## src/rtl/pmd_pkg.sv

```systemverilog
// shared types and constants for the dense prim spanning tree unit
// no dependencies; used by pmd_ctrl, pmd_dp and prim_mst_dense_unit
package pmd_pkg;

    // default sizing
    localparam int DEF_MAX_VERTS   = 16;
    localparam int DEF_WEIGHT_BITS = 8;

    // fixed port widths
    localparam int IN_BITS       = 8;
    localparam int VERT_BITS     = 4;
    localparam int OUT_W_BITS    = 8;
    localparam int COST_BITS     = 12;
    localparam int NV_BITS       = 5;
    localparam int START_BITS    = 4;
    localparam int LIMIT_BITS    = 8;
    localparam int CFG_IDX_BITS  = 2;
    localparam int CFG_DATA_BITS = 8;

    // register reset values and limits
    localparam logic [NV_BITS-1:0]    NV_RESET    = 5'd16;
    localparam logic [START_BITS-1:0] START_RESET = 4'd0;
    localparam logic [LIMIT_BITS-1:0] LIMIT_RESET = 8'd100;
    localparam logic [COST_BITS-1:0]  COST_MAX    = 12'hFFF;

    // configuration register indexes
    typedef enum logic [CFG_IDX_BITS-1:0] {
        REG_NUM_VERTICES = 2'd0,
        REG_START_VERTEX = 2'd1,
        REG_WEIGHT_LIMIT = 2'd2
    } reg_idx_t;

    // controller states
    typedef enum logic [2:0] {
        ST_LOAD,
        ST_INIT,
        ST_SCAN,
        ST_TAIL,
        ST_EMIT
    } state_t;

    // controller to datapath commands
    typedef struct packed {
        logic load;
        logic init;
        logic issue;
        logic emit;
    } cmd_t;

    // datapath to controller status
    typedef struct packed {
        logic load_final;
        logic bad_start;
        logic scan_end;
        logic found;
        logic last_edge;
        logic out_free;
    } stat_t;

endpackage

```

## src/rtl/pmd_ctrl.sv

```systemverilog
// sequencer for the dense prim unit: load, setup, scan and tail compare per edge, emit
// depends on pmd_pkg
module pmd_ctrl (
    input  logic           clk,
    input  logic           rst_n,
    input  logic           item_valid,
    output logic           item_stall,
    input  pmd_pkg::stat_t stat,
    output pmd_pkg::cmd_t  cmd
);

    pmd_pkg::state_t state_reg;
    pmd_pkg::state_t state_next;

    always_ff @(posedge clk or negedge rst_n)
    begin
        if (!rst_n)
        begin
            state_reg <= pmd_pkg::ST_LOAD;
        end
        else
        begin
            state_reg <= state_next;
        end
    end

    // next state
    always_comb
    begin
        state_next = state_reg;
        case (state_reg)
            pmd_pkg::ST_LOAD:
            begin
                if (item_valid && stat.load_final)
                begin
                    state_next = pmd_pkg::ST_INIT;
                end
            end
            pmd_pkg::ST_INIT:
            begin
                // bad start vertex goes straight to the flagged result
                state_next = stat.bad_start ? pmd_pkg::ST_EMIT : pmd_pkg::ST_SCAN;
            end
            pmd_pkg::ST_SCAN:
            begin
                if (stat.scan_end)
                begin
                    state_next = pmd_pkg::ST_TAIL;
                end
            end
            pmd_pkg::ST_TAIL:
            begin
                state_next = pmd_pkg::ST_EMIT;
            end
            pmd_pkg::ST_EMIT:
            begin
                if (stat.out_free)
                begin
                    if (!stat.found || stat.last_edge)
                    begin
                        state_next = pmd_pkg::ST_LOAD;
                    end
                    else
                    begin
                        state_next = pmd_pkg::ST_SCAN;
                    end
                end
            end
            default:
            begin
                state_next = pmd_pkg::ST_LOAD;
            end
        endcase
    end

    // outputs
    always_comb
    begin
        item_stall = 1'b1;
        cmd        = '0;
        case (state_reg)
            pmd_pkg::ST_LOAD:
            begin
                item_stall = 1'b0;
                cmd.load   = item_valid;
            end
            pmd_pkg::ST_INIT:
            begin
                cmd.init = 1'b1;
            end
            pmd_pkg::ST_SCAN:
            begin
                cmd.issue = 1'b1;
            end
            pmd_pkg::ST_TAIL:
            begin
                cmd = '0;
            end
            pmd_pkg::ST_EMIT:
            begin
                cmd.emit = stat.out_free;
            end
            default:
            begin
                cmd = '0;
            end
        endcase
    end

endmodule

```

## src/rtl/pmd_dp.sv

```systemverilog
// datapath of the dense prim unit: config registers, weight memory,
// scan counters, best-edge compare, tree state and result register; uses pmd_pkg
module pmd_dp #(
    parameter int MAX_VERTS   = pmd_pkg::DEF_MAX_VERTS,
    parameter int WEIGHT_BITS = pmd_pkg::DEF_WEIGHT_BITS
) (
    input  logic                                clk,
    input  logic                                rst_n,
    input  logic                                cfg_valid,
    output logic                                cfg_ready,
    input  logic [pmd_pkg::CFG_IDX_BITS-1:0]    cfg_index,
    input  logic [pmd_pkg::CFG_DATA_BITS-1:0]   cfg_data,
    input  logic [pmd_pkg::IN_BITS-1:0]         edge_weight_in,
    input  pmd_pkg::cmd_t                       cmd,
    output pmd_pkg::stat_t                      stat,
    input  logic                                result_stall,
    output logic                                result_valid,
    output logic [pmd_pkg::VERT_BITS-1:0]       src_vertex,
    output logic [pmd_pkg::VERT_BITS-1:0]       dst_vertex,
    output logic [pmd_pkg::OUT_W_BITS-1:0]      chosen_weight,
    output logic [pmd_pkg::COST_BITS-1:0]       total_cost,
    output logic                                unreachable,
    output logic                                last
);

    localparam int VB    = (MAX_VERTS > 2) ? $clog2(MAX_VERTS) : 1;
    localparam int NB    = $clog2(MAX_VERTS + 1);
    localparam int DEPTH = MAX_VERTS * MAX_VERTS;
    localparam int AB    = $clog2(DEPTH);
    localparam int LW    = 2 * NB + 1;
    localparam int CW    = WEIGHT_BITS + pmd_pkg::LIMIT_BITS;
    localparam int SW    = WEIGHT_BITS + pmd_pkg::COST_BITS + 1;

    // configuration
    logic [pmd_pkg::NV_BITS-1:0]    nv_reg;
    logic [pmd_pkg::START_BITS-1:0] start_reg;
    logic [pmd_pkg::LIMIT_BITS-1:0] limit_reg;

    // loading and tree state
    logic [AB-1:0]                  load_cnt_reg, load_cnt_next;
    logic [MAX_VERTS-1:0]           visited_reg, visited_next;
    logic [pmd_pkg::COST_BITS-1:0]  cost_reg, cost_next;
    logic [VB-1:0]                  edges_reg, edges_next;

    // scan counters and compare stage
    logic [VB-1:0]                  i_reg, i_next;
    logic [VB-1:0]                  j_reg, j_next;
    logic [AB-1:0]                  addr_reg, addr_next;
    logic                           tag_valid_reg;
    logic [VB-1:0]                  tag_i_reg;
    logic [VB-1:0]                  tag_j_reg;
    logic [WEIGHT_BITS-1:0]         rd_reg;
    logic                           found_reg, found_next;
    logic [VB-1:0]                  best_i_reg, best_i_next;
    logic [VB-1:0]                  best_j_reg, best_j_next;
    logic [WEIGHT_BITS-1:0]         best_w_reg, best_w_next;

    // result register
    logic                           res_valid_reg, res_valid_next;
    logic [pmd_pkg::VERT_BITS-1:0]  res_src_reg;
    logic [pmd_pkg::VERT_BITS-1:0]  res_dst_reg;
    logic [pmd_pkg::OUT_W_BITS-1:0] res_w_reg;
    logic [pmd_pkg::COST_BITS-1:0]  res_cost_reg;
    logic                           res_unr_reg;
    logic                           res_last_reg;

    logic [WEIGHT_BITS-1:0]         mem [DEPTH];

    logic [NB-1:0]                  n;
    logic [VB-1:0]                  nm1;
    logic [2*NB-1:0]                n_sq;
    logic [WEIGHT_BITS-1:0]         w_in;
    logic                           eligible;
    logic                           take;
    logic [SW-1:0]                  sum;
    logic [pmd_pkg::COST_BITS-1:0]  cost_sat;
    logic                           cfg_we;

    assign cfg_ready = 1'b1;
    assign cfg_we    = cfg_valid && cfg_ready;

    // vertex count clamped to the supported range
    always_comb
    begin
        if (int'(nv_reg) < 2)
        begin
            n = NB'(2);
        end
        else if (int'(nv_reg) > MAX_VERTS)
        begin
            n = NB'(MAX_VERTS);
        end
        else
        begin
            n = NB'(nv_reg);
        end
    end

    assign nm1  = VB'(n - NB'(1));
    assign n_sq = (2*NB)'(n) * (2*NB)'(n);
    assign w_in = WEIGHT_BITS'({{WEIGHT_BITS{1'b0}}, edge_weight_in});

    // candidate edge from the registered memory read
    assign eligible = tag_valid_reg && visited_reg[tag_i_reg] && !visited_reg[tag_j_reg]
                      && (rd_reg != '0)
                      && (CW'(rd_reg) < CW'(limit_reg));
    assign take     = eligible && (!found_reg || (rd_reg < best_w_reg));

    // saturating running cost
    assign sum      = SW'(cost_reg) + SW'(best_w_reg);
    assign cost_sat = (sum > SW'(pmd_pkg::COST_MAX)) ? pmd_pkg::COST_MAX
                                                     : pmd_pkg::COST_BITS'(sum);

    always_comb
    begin
        stat.load_final = (LW'(load_cnt_reg) + LW'(1)) >= LW'(n_sq);
        stat.bad_start  = int'(start_reg) >= int'(n);
        stat.scan_end   = (i_reg == nm1) && (j_reg == nm1);
        stat.found      = found_reg;
        stat.last_edge  = ((VB+1)'(edges_reg) + (VB+1)'(1)) == (VB+1)'(nm1);
        stat.out_free   = !res_valid_reg || !result_stall;
    end

    always_comb
    begin
        load_cnt_next  = load_cnt_reg;
        visited_next   = visited_reg;
        cost_next      = cost_reg;
        edges_next     = edges_reg;
        i_next         = i_reg;
        j_next         = j_reg;
        addr_next      = addr_reg;
        found_next     = found_reg;
        best_i_next    = best_i_reg;
        best_j_next    = best_j_reg;
        best_w_next    = best_w_reg;
        res_valid_next = res_valid_reg && result_stall;

        if (cmd.load)
        begin
            load_cnt_next = stat.load_final ? '0 : load_cnt_reg + AB'(1);
        end

        if (take)
        begin
            found_next  = 1'b1;
            best_i_next = tag_i_reg;
            best_j_next = tag_j_reg;
            best_w_next = rd_reg;
        end

        if (cmd.issue)
        begin
            addr_next = addr_reg + AB'(1);
            if (j_reg == nm1)
            begin
                j_next = '0;
                i_next = i_reg + VB'(1);
            end
            else
            begin
                j_next = j_reg + VB'(1);
            end
        end

        if (cmd.init)
        begin
            visited_next = stat.bad_start ? '0
                                          : ({{(MAX_VERTS-1){1'b0}}, 1'b1} << start_reg);
            cost_next    = '0;
            edges_next   = '0;
            found_next   = 1'b0;
            i_next       = '0;
            j_next       = '0;
            addr_next    = '0;
        end

        if (cmd.emit)
        begin
            res_valid_next = 1'b1;
            if (found_reg)
            begin
                visited_next[best_j_reg] = 1'b1;
                cost_next                = cost_sat;
                edges_next               = edges_reg + VB'(1);
            end
            found_next = 1'b0;
            i_next     = '0;
            j_next     = '0;
            addr_next  = '0;
        end
    end

    always_ff @(posedge clk or negedge rst_n)
    begin
        if (!rst_n)
        begin
            nv_reg        <= pmd_pkg::NV_RESET;
            start_reg     <= pmd_pkg::START_RESET;
            limit_reg     <= pmd_pkg::LIMIT_RESET;
            load_cnt_reg  <= '0;
            visited_reg   <= '0;
            cost_reg      <= '0;
            edges_reg     <= '0;
            i_reg         <= '0;
            j_reg         <= '0;
            addr_reg      <= '0;
            tag_valid_reg <= 1'b0;
            found_reg     <= 1'b0;
            res_valid_reg <= 1'b0;
        end
        else
        begin
            if (cfg_we)
            begin
                case (cfg_index)
                    pmd_pkg::REG_NUM_VERTICES: nv_reg    <= pmd_pkg::NV_BITS'(cfg_data);
                    pmd_pkg::REG_START_VERTEX: start_reg <= pmd_pkg::START_BITS'(cfg_data);
                    pmd_pkg::REG_WEIGHT_LIMIT: limit_reg <= pmd_pkg::LIMIT_BITS'(cfg_data);
                    default:                   ;
                endcase
            end
            load_cnt_reg  <= load_cnt_next;
            visited_reg   <= visited_next;
            cost_reg      <= cost_next;
            edges_reg     <= edges_next;
            i_reg         <= i_next;
            j_reg         <= j_next;
            addr_reg      <= addr_next;
            tag_valid_reg <= cmd.issue;
            found_reg     <= found_next;
            res_valid_reg <= res_valid_next;
        end
    end

    // payload registers
    always_ff @(posedge clk)
    begin
        best_i_reg <= best_i_next;
        best_j_reg <= best_j_next;
        best_w_reg <= best_w_next;
        if (cmd.issue)
        begin
            tag_i_reg <= i_reg;
            tag_j_reg <= j_reg;
        end
        if (cmd.emit)
        begin
            res_src_reg  <= found_reg ? pmd_pkg::VERT_BITS'(best_i_reg) : '0;
            res_dst_reg  <= found_reg ? pmd_pkg::VERT_BITS'(best_j_reg) : '0;
            res_w_reg    <= found_reg ? pmd_pkg::OUT_W_BITS'(best_w_reg) : '0;
            res_cost_reg <= found_reg ? cost_sat : cost_reg;
            res_unr_reg  <= !found_reg;
            res_last_reg <= !found_reg || stat.last_edge;
        end
    end

    // weight store, one write or one registered read per cycle
    always_ff @(posedge clk)
    begin
        if (cmd.load)
        begin
            mem[load_cnt_reg] <= w_in;
        end
        if (cmd.issue)
        begin
            rd_reg <= mem[addr_reg];
        end
    end

    assign result_valid  = res_valid_reg;
    assign src_vertex    = res_src_reg;
    assign dst_vertex    = res_dst_reg;
    assign chosen_weight = res_w_reg;
    assign total_cost    = res_cost_reg;
    assign unreachable   = res_unr_reg;
    assign last          = res_last_reg;

endmodule

```

## src/rtl/prim_mst_dense_unit.sv

```systemverilog
// top level of the dense prim minimum spanning tree unit
// depends on pmd_pkg, pmd_ctrl and pmd_dp
//
// channel  | handshake              | payload
// ---------+------------------------+-----------------------------------------
// item     | item_valid / item_stall| edge_weight_in
// result   | result_valid /         | src_vertex, dst_vertex, chosen_weight,
//          |   result_stall         |   total_cost, unreachable, last
// cfg      | cfg_valid / cfg_ready  | cfg_index, cfg_data
//
// matrix entries load at one request per cycle into the weight memory
// after the last entry a run takes a setup step, then per tree edge one memory
//   read per cycle over the whole matrix, one compare stage and one emit step
// a stalled result holds the scan at its emit step until the output frees up
// asynchronous active-low reset; the weight memory is not cleared
// input is stalled for the whole run; cfg writes are always taken
module prim_mst_dense_unit #(
    parameter int MAX_VERTS   = pmd_pkg::DEF_MAX_VERTS,
    parameter int WEIGHT_BITS = pmd_pkg::DEF_WEIGHT_BITS
) (
    input  logic                              clk,
    input  logic                              rst_n,
    // configuration writes
    input  logic                              cfg_valid,
    output logic                              cfg_ready,
    input  logic [pmd_pkg::CFG_IDX_BITS-1:0]  cfg_index,
    input  logic [pmd_pkg::CFG_DATA_BITS-1:0] cfg_data,
    // matrix entries, row-major
    input  logic                              item_valid,
    output logic                              item_stall,
    input  logic [pmd_pkg::IN_BITS-1:0]       edge_weight_in,
    // tree edges
    output logic                              result_valid,
    input  logic                              result_stall,
    output logic [pmd_pkg::VERT_BITS-1:0]     src_vertex,
    output logic [pmd_pkg::VERT_BITS-1:0]     dst_vertex,
    output logic [pmd_pkg::OUT_W_BITS-1:0]    chosen_weight,
    output logic [pmd_pkg::COST_BITS-1:0]     total_cost,
    output logic                              unreachable,
    output logic                              last
);

    pmd_pkg::cmd_t  cmd;
    pmd_pkg::stat_t stat;

    // sequencer: load, setup, scan, tail compare, emit
    pmd_ctrl u_ctrl (
        .clk        (clk),
        .rst_n      (rst_n),
        .item_valid (item_valid),
        .item_stall (item_stall),
        .stat       (stat),
        .cmd        (cmd)
    );

    // weight memory, tree state and result register
    pmd_dp #(
        .MAX_VERTS   (MAX_VERTS),
        .WEIGHT_BITS (WEIGHT_BITS)
    ) u_dp (
        .clk            (clk),
        .rst_n          (rst_n),
        .cfg_valid      (cfg_valid),
        .cfg_ready      (cfg_ready),
        .cfg_index      (cfg_index),
        .cfg_data       (cfg_data),
        .edge_weight_in (edge_weight_in),
        .cmd            (cmd),
        .stat           (stat),
        .result_stall   (result_stall),
        .result_valid   (result_valid),
        .src_vertex     (src_vertex),
        .dst_vertex     (dst_vertex),
        .chosen_weight  (chosen_weight),
        .total_cost     (total_cost),
        .unreachable    (unreachable),
        .last           (last)
    );

endmodule
```

## config.mk

```make
export PLATFORM = sky130hd
export DESIGN_NAME = prim_mst_dense_unit
export DESIGN_NICKNAME = d
export VERILOG_FILES = /design/src/rtl/pmd_pkg.sv /design/src/rtl/pmd_ctrl.sv /design/src/rtl/pmd_dp.sv /design/src/rtl/prim_mst_dense_unit.sv
export SDC_FILE = /design/constraint.sdc
export NUM_CORES = 2
export LEC_CHECK = 0
export ABC_AREA = 1
export BUFFER_PORTS_ARGS = -buffer_cell sky130_fd_sc_hd__buf_4
export CAP_MARGIN = 20
export CORE_MARGIN = 2
export CORE_UTILIZATION = 60
export CTS_CLUSTER_DIAMETER = 200
export DETAILED_ROUTE_END_ITERATION = 7
export PLACE_DENSITY = 0.76
export SLEW_MARGIN = 20
export SYNTH_ARGS = -nofsm -noshare
export SYNTH_HDL_FRONTEND = slang
export SYNTH_HIERARCHICAL = 1
export SYNTH_SLANG_ARGS = --single-unit
export TNS_END_PERCENT = 30
```

## constraint.sdc

```tcl
create_clock -name clk -period 11.5 [get_ports clk]
set_clock_uncertainty 0.05 [all_clocks]
set_input_delay 0.575 -clock clk [delete_from_list [all_inputs] [get_ports clk]]
set_output_delay 0.575 -clock clk [all_outputs]
set_load 0.005 [all_outputs]
```

* After elaboration in Yosys (flattened, before gate mapping)
Memories as Yosys holds them, arrays and structs flattened. A register that Yosys moved wholly into a read port is not among the register bits.
Index checks and enable logic that the tools add are counted.
** Storage, ports and cells
- Input bits :: 23
- Bits in writable memories :: 2048
- Memories kept :: 1
- Register bits after elaboration :: 133
- Word-level logic and storage cells :: 137
- Output and inout bits :: 33
** Memories
- u_dp.mem :: depth 256, bits a word 8, rd ports 1, clocked after Yosys merged registers in 1, wr ports 1, RTL line pmd_dp.sv:67 : logic [WEIGHT_BITS-1:0] mem [DEPTH];
** Cells by class
- Shift operators :: 1
- Multiply operators :: 1
- Reductions and logical operators :: 27
- Bitwise logic cells :: 1
- Add/subtract/negate cells :: 9
- Order comparisons :: 11
- Multiplexer cells :: 49
- Equality and inequality tests :: 12
** Operator list (number)
- 2-to-1 mux 16 bit :: 4
- 2-to-1 mux 12 bit :: 5
- 2-to-1 mux 4 bit :: 11
- 2-to-1 mux 8 bit :: 4
- > comparator 21 x 12 -> 1 bit, second input constant :: 1
- adder 8 x 1 -> 8 bit, second input constant :: 2
- less-than comparator 8 bit :: 2
- OR 16 bit :: 1
- << shifter 1 x 4 -> 16 bit, first input constant :: 1
- less-than comparator 4 x 5 -> 1 bit, second input constant :: 3
- case mux 3 bit (5 select lines) :: 1
- 2-to-1 mux 1 bit :: 14
- adder 12 x 8 -> 13 bit :: 1
- adder 4 x 1 -> 4 bit, second input constant :: 3
- 2-to-1 mux 3 bit :: 4
- >= comparator 11 x 10 -> 1 bit :: 1
- multiplier 5 x 5 -> 10 bit :: 1
- 2-to-1 mux 5 bit :: 2
- adder 8 x 1 -> 9 bit, second input constant :: 1
- logical AND 1 bit :: 9
- nonzero test 3 bit :: 3
- binary-select mux 1 bit (select 4 bit) :: 2
- == test 4 bit :: 2
- AND reduction 2 bit :: 4
- other kinds (22) :: 29

* Longest topological paths before layout
- Depth after elaboration :: 10
- Depth in mapped cells :: 30
- Mapped depth without buffers :: 28

* By module
Netlist, hierarchy kept.
** By module, submodules not included
- pmd_dp :: cells each 8772, seq. area each 65267.6 um^2, times used 1, area an instance 93507.2 um^2
- pmd_ctrl :: cells each 34, seq. area each 75.1 um^2, times used 1, area an instance 212.7 um^2

* Least setup slack after synthesis
Ideal clock, no wire load.
- Path type :: register -> register
- From :: register u_dp/nv_reg[2] (netlist name)
- To :: register u_ctrl.state_reg[1]
- Path buffers :: 1
- Data required time :: 11.334 ns
- Setup time :: 0.116 ns
- Path slack :: 6.672 ns
- Period minus slack after synthesis :: 4.828 ns
- Arrival :: 4.661 ns
- Stages on the path, launching flop included :: 29
- Path through :: dfrtp_1 nor2_1 nand2_1 a21oi_1 nand2_1 fa_1 fa_1 inv_1 ha_1 clkbuf_1 ha_1 a21oi_1 inv_1 a31oi_1 nor2_1 o21ai_0 nand2_1 xnor2_1 ha_1 nand3_1 o21ai_0 nor2_1 nand3_1 nand2_1 nand3_1 nand2_1 nor2_1 nand2_1 nand2_1
** RTL lines
- from (decl) :: RTL line pmd_dp.sv:35 : logic [pmd_pkg::NV_BITS-1:0] nv_reg;
- from (signal assigned) :: RTL line pmd_dp.sv:198 : nv_reg <= pmd_pkg::NV_RESET;
- from (signal assigned) :: RTL line pmd_dp.sv:217 : pmd_pkg::REG_NUM_VERTICES: nv_reg <= pmd_pkg::NV_BITS'(cfg_data);
- to (signal assigned) :: RTL line pmd_ctrl.sv:19 : state_reg <= pmd_pkg::ST_LOAD;
- to (signal assigned) :: RTL line pmd_ctrl.sv:23 : state_reg <= state_next;
- to (decl) :: RTL line pmd_ctrl.sv:12 : pmd_pkg::state_t state_reg;

==> summary.md <==
* 366.9 mm — global-route wire length before repair
* 2,189 — total number of clock tree sinks
* 237.9 uV — peak ir drop on the vdd network
* 4 — number of antenna violations at the first check in global routing
* sky130_fd_sc_hd__edfxtp_1 — largest area contributor in the netlist
* 0 — Post-route DRC
* 399.2 um — Die Span X
* 95,440 um^2 — post-placement cell area
* 0 — Finish-stage setup viols
* 56 — io pins
* finished, final reports clean — result of the run
* 54 — Port Buffer Count
* u_ctrl/state_reg[1]$_DFFE_PN0P_ — capture point of the worst reg-to-reg path
* u_dp/nv_reg[2]$_DFFE_PN0P_ — worst setup path startpoint
* 8,769 — Final #Nets
* 188.9 MHz — timing-limited maximum frequency
* 0.9221 — final weighted congestion in routability-driven placement
* 6.206 ns — worst setup slack after layout
* 244.0 mm — Total Routed Length
* 12.19 ns — CP Data Required Time
* 5.928 — Avg Vias per Cell
* 102,300 um^2 — post-route cell area
* 9,342 — initial drt markers
* 399.2 um — Die Span Y
* 159,400 um^2 — full die area
* 239 — largest net degree at the start of global routing
* 23,500 um^2 — footprint of the multi-input gates
* 6 — Warnings, synthesis
* 0 — final count of pins violating max slew
* u_ctrl/state_reg[1]$_DFFE_PN0P_ — timing endpoint of the critical path
* done — TritonCTS clock tree
* 61,480 — vias in the first global route
* 8,806 — synthesized instance count
* 69.72% — sequential share of the synthesized area
* 65,360 um^2 — area taken by flip-flops and latches
* 1.139 ns — Slew @ Worst Pin
* 3.609% — share of synthesized flip-flops with an asynchronous set or reset
* 0 — number of hold-slack violations in the final timing report
* 39.02 nW — Leak
* 2,048 — max reg flops
* 0 — global route total overflow
* flip-flop — CP startpoint kind
* 6.268 ns — Place WS
* 4 — H-tree level count
* 9.158% — Layout area overhead
* 6 — number of iterations in the first detailed-routing pass
* 3 — maximum count of clock buffers along a single path
* 155,700 um^2 — area of the core region
* 5.294 ns — Final min period
* 2,110 — number of enable-type register cells in the synthesized netlist
* 0 ns — final setup TNS
* 211 — CTS buffer count
* 64,730 — vias after detailed routing
* sky130_fd_sc_hd__edfxtp_1 68%, sky130_fd_sc_hd__nand2_1 9.2%, sky130_fd_sc_hd__nor2_1 5.0%, sky130_fd_sc_hd__nand3_1 4.8%, sky130_fd_sc_hd__inv_1 2.9% — largest cells by area after synthesis
* 44 — library cells used by synthesis
* 0 — remaining antenna violation count after routing
* 210.5 nW/um^2 — power density of the placed cells
* 10,530 — # placed instances
* sky130_fd_sc_hd__nand2_1 — top-count cell post-synth
* 21.54 mW — Pwr Total
* 22.35 um — WL per Instance
* 30.46% — total track usage
* u_dp/nv_reg[2]$_DFFE_PN0P_ — source of the worst register-to-register timing path
* flip-flop — type of destination of the critical path
* 67.61% — area share of the largest cell type after synthesis
* 10,920 — Non-Filler Instances
* 11,260 — # fillers
* 145 — number of rows in the core area
* 5.98 ns — arrival time worst endpoint
* 27 — depth of the worst register-to-register path
* flip-flop to flip-flop — Setup Crit Path Kind
* 10.64 um^2 — per-instance average area after synthesis
* 5.700% — share of final-layout standard cells stronger than drive strength 1
* 60.21% — initial core utilization
* 46.03% — final worst path period share
* no — RSZ-0062 raised after global routing
* 6.21 ns — reg-to-reg setup timing slack
* 93,720 um^2 — Cell Area, Synth
* 0 — number of violations of the max-capacitance limit
* 23.83% — tightest slew margin relative to the limit
* 0.87 ns — Clk Latency, worst-skew pair
* 2,189 — total of flip-flops plus latches after synthesis
* sky130_fd_sc_hd__edfxtp_1 — Post-synth top flop
* 9 — largest fanout on the critical path
* sky130_fd_sc_hd__clkbuf_16 — root buffer cell
* 0.06 ns — Worst-path clk slew
* 2,287 x sky130_fd_sc_hd__nand2_1, 2,110 x sky130_fd_sc_hd__edfxtp_1, 1,260 x sky130_fd_sc_hd__nor2_1, 892 x sky130_fd_sc_hd__nand3_1, 729 x sky130_fd_sc_hd__inv_1 — commonest cells in the synthesized netlist
* 136.0 mm — placed wire-length estimate
* input port to flip-flop — class of the tightest hold or removal check
==> how the worst min path moves through the flow <==
stage                              startpoint                              end  slack [ns]  cells after the start
floorplan                               rst_n  u_ctrl/state_reg[0]$_DFFE_PN0P_        0.23                      0
global placement    u_dp/i_reg[3]$_DFFE_PN0P_      u_dp/tag_i_reg[3]$_DFFE_PP_        0.42                      0
detailed placement  u_dp/i_reg[3]$_DFFE_PN0P_      u_dp/tag_i_reg[3]$_DFFE_PP_        0.42                      0
CTS                               cfg_data[3]    u_dp/start_reg[3]$_DFFE_PN0P_        0.02                      3
global route                      cfg_data[3]    u_dp/start_reg[3]$_DFFE_PN0P_        0.06                      3
finish                            cfg_data[2]    u_dp/start_reg[2]$_DFFE_PN0P_        0.07                      3
==> report_power, final <==
group          switching (mW)  internal (mW)
combinational            4.10           1.51
clock                    2.91           3.91
sequential              0.200           8.91
total                    7.21           14.3
==> per-layer routing <==
layer | track usage [%] | wire length (um)
met1 | 40.86 | 90530
met2 | 48.22 | 114100
met3 | 6.133 | 27500
met4 | 14.33 | 11840
met5 | 0 | 13
==> worst max-delay path, stage by stage, from the launching register on <==
cell,delay [ns]
sky130_fd_sc_hd__dfrtp_1,0.44
sky130_fd_sc_hd__nor2_1,0.16
sky130_fd_sc_hd__nand2_1,0.09
sky130_fd_sc_hd__a21oi_1,0.29
sky130_fd_sc_hd__nand2_1,0.17
sky130_fd_sc_hd__fa_1,0.53
sky130_fd_sc_hd__fa_1,0.53
sky130_fd_sc_hd__inv_1,0.04
sky130_fd_sc_hd__ha_1,0.17
sky130_fd_sc_hd__ha_1,0.36
sky130_fd_sc_hd__a21oi_1,0.14
sky130_fd_sc_hd__inv_1,0.05
sky130_fd_sc_hd__a31oi_1,0.23
sky130_fd_sc_hd__nor2_1,0.06
sky130_fd_sc_hd__o21ai_0,0.16
sky130_fd_sc_hd__nand2_1,0.09
sky130_fd_sc_hd__xnor2_1,0.13
sky130_fd_sc_hd__ha_1,0.31
sky130_fd_sc_hd__nand3_1,0.13
sky130_fd_sc_hd__o21ai_0,0.10
sky130_fd_sc_hd__nor2_1,0.42
sky130_fd_sc_hd__nand3_1,0.14
sky130_fd_sc_hd__nand2_1,0.09
sky130_fd_sc_hd__nand3_1,0.07
sky130_fd_sc_hd__nand2_1,0.10
sky130_fd_sc_hd__nor2_1,0.04
sky130_fd_sc_hd__nand2_1,0.05
sky130_fd_sc_hd__nand2_1,0.04
==> kinds of logic (layout without fill, tap and decap cells) <==
family                   Yosys count  in the layout  share of synthesized area [%]
AND/OR/NAND/NOR                 4541           4541                          19.61
flip-flops                      2189           2189                          69.72
buffers and inverters           1224           1276                          5.289
AO/OA/AOI/OAI                    772            772                          4.371
adder cells (fa/ha/maj)           59             59                         0.8197
XOR/XNOR                          19             19                         0.1776
other                              2              6                       0.008013
==> stage by stage <==
step                utilization (%)  hold slack, ns
floorplan                         -          0.2294
global placement              61.30          0.4197
detailed placement            61.31          0.4250
CTS                           65.72         0.01818
global route                  65.72         0.05595
finish                        65.72         0.06578
==> placed cells by master (no fill, tap or decap), types with 71 or more instances in the layout <==
| cell type | Yosys | final |
|---|---|---|
| sky130_fd_sc_hd__inv_1 | 729 | 726 |
| sky130_fd_sc_hd__a21oi_1 | 147 | 147 |
| sky130_fd_sc_hd__o21ai_0 | 522 | 522 |
| sky130_fd_sc_hd__edfxtp_1 | 2110 | 2110 |
| sky130_fd_sc_hd__clkbuf_16 | 0 | 216 |
| sky130_fd_sc_hd__nand2_1 | 2287 | 2286 |
| sky130_fd_sc_hd__nand3_1 | 892 | 885 |
| sky130_fd_sc_hd__dfrtp_1 | 75 | 71 |
| sky130_fd_sc_hd__buf_4 | 24 | 134 |
| sky130_fd_sc_hd__nor2_1 | 1260 | 1257 |
==> area by class of cell <==
type / count / share of cell area [%]
diodes: 2 / 0.004892
clock buffers: 254 / 5.423
clock inverters: 132 / 1.225
inverters: 738 / 2.738
multi-input cells: 5395 / 22.97
flip-flops and latches: 2189 / 63.88
well taps: 2058 / 2.517
repair buffers: 152 / 1.239
==> repair_timing <==
action                    in CTS  in global routing
hold buffers                   5                  0
hold endpoints to repair      79                  0
buffers inserted               0                  0
gates resized for setup        0                  0
Power figures use the tool's default switching activity.
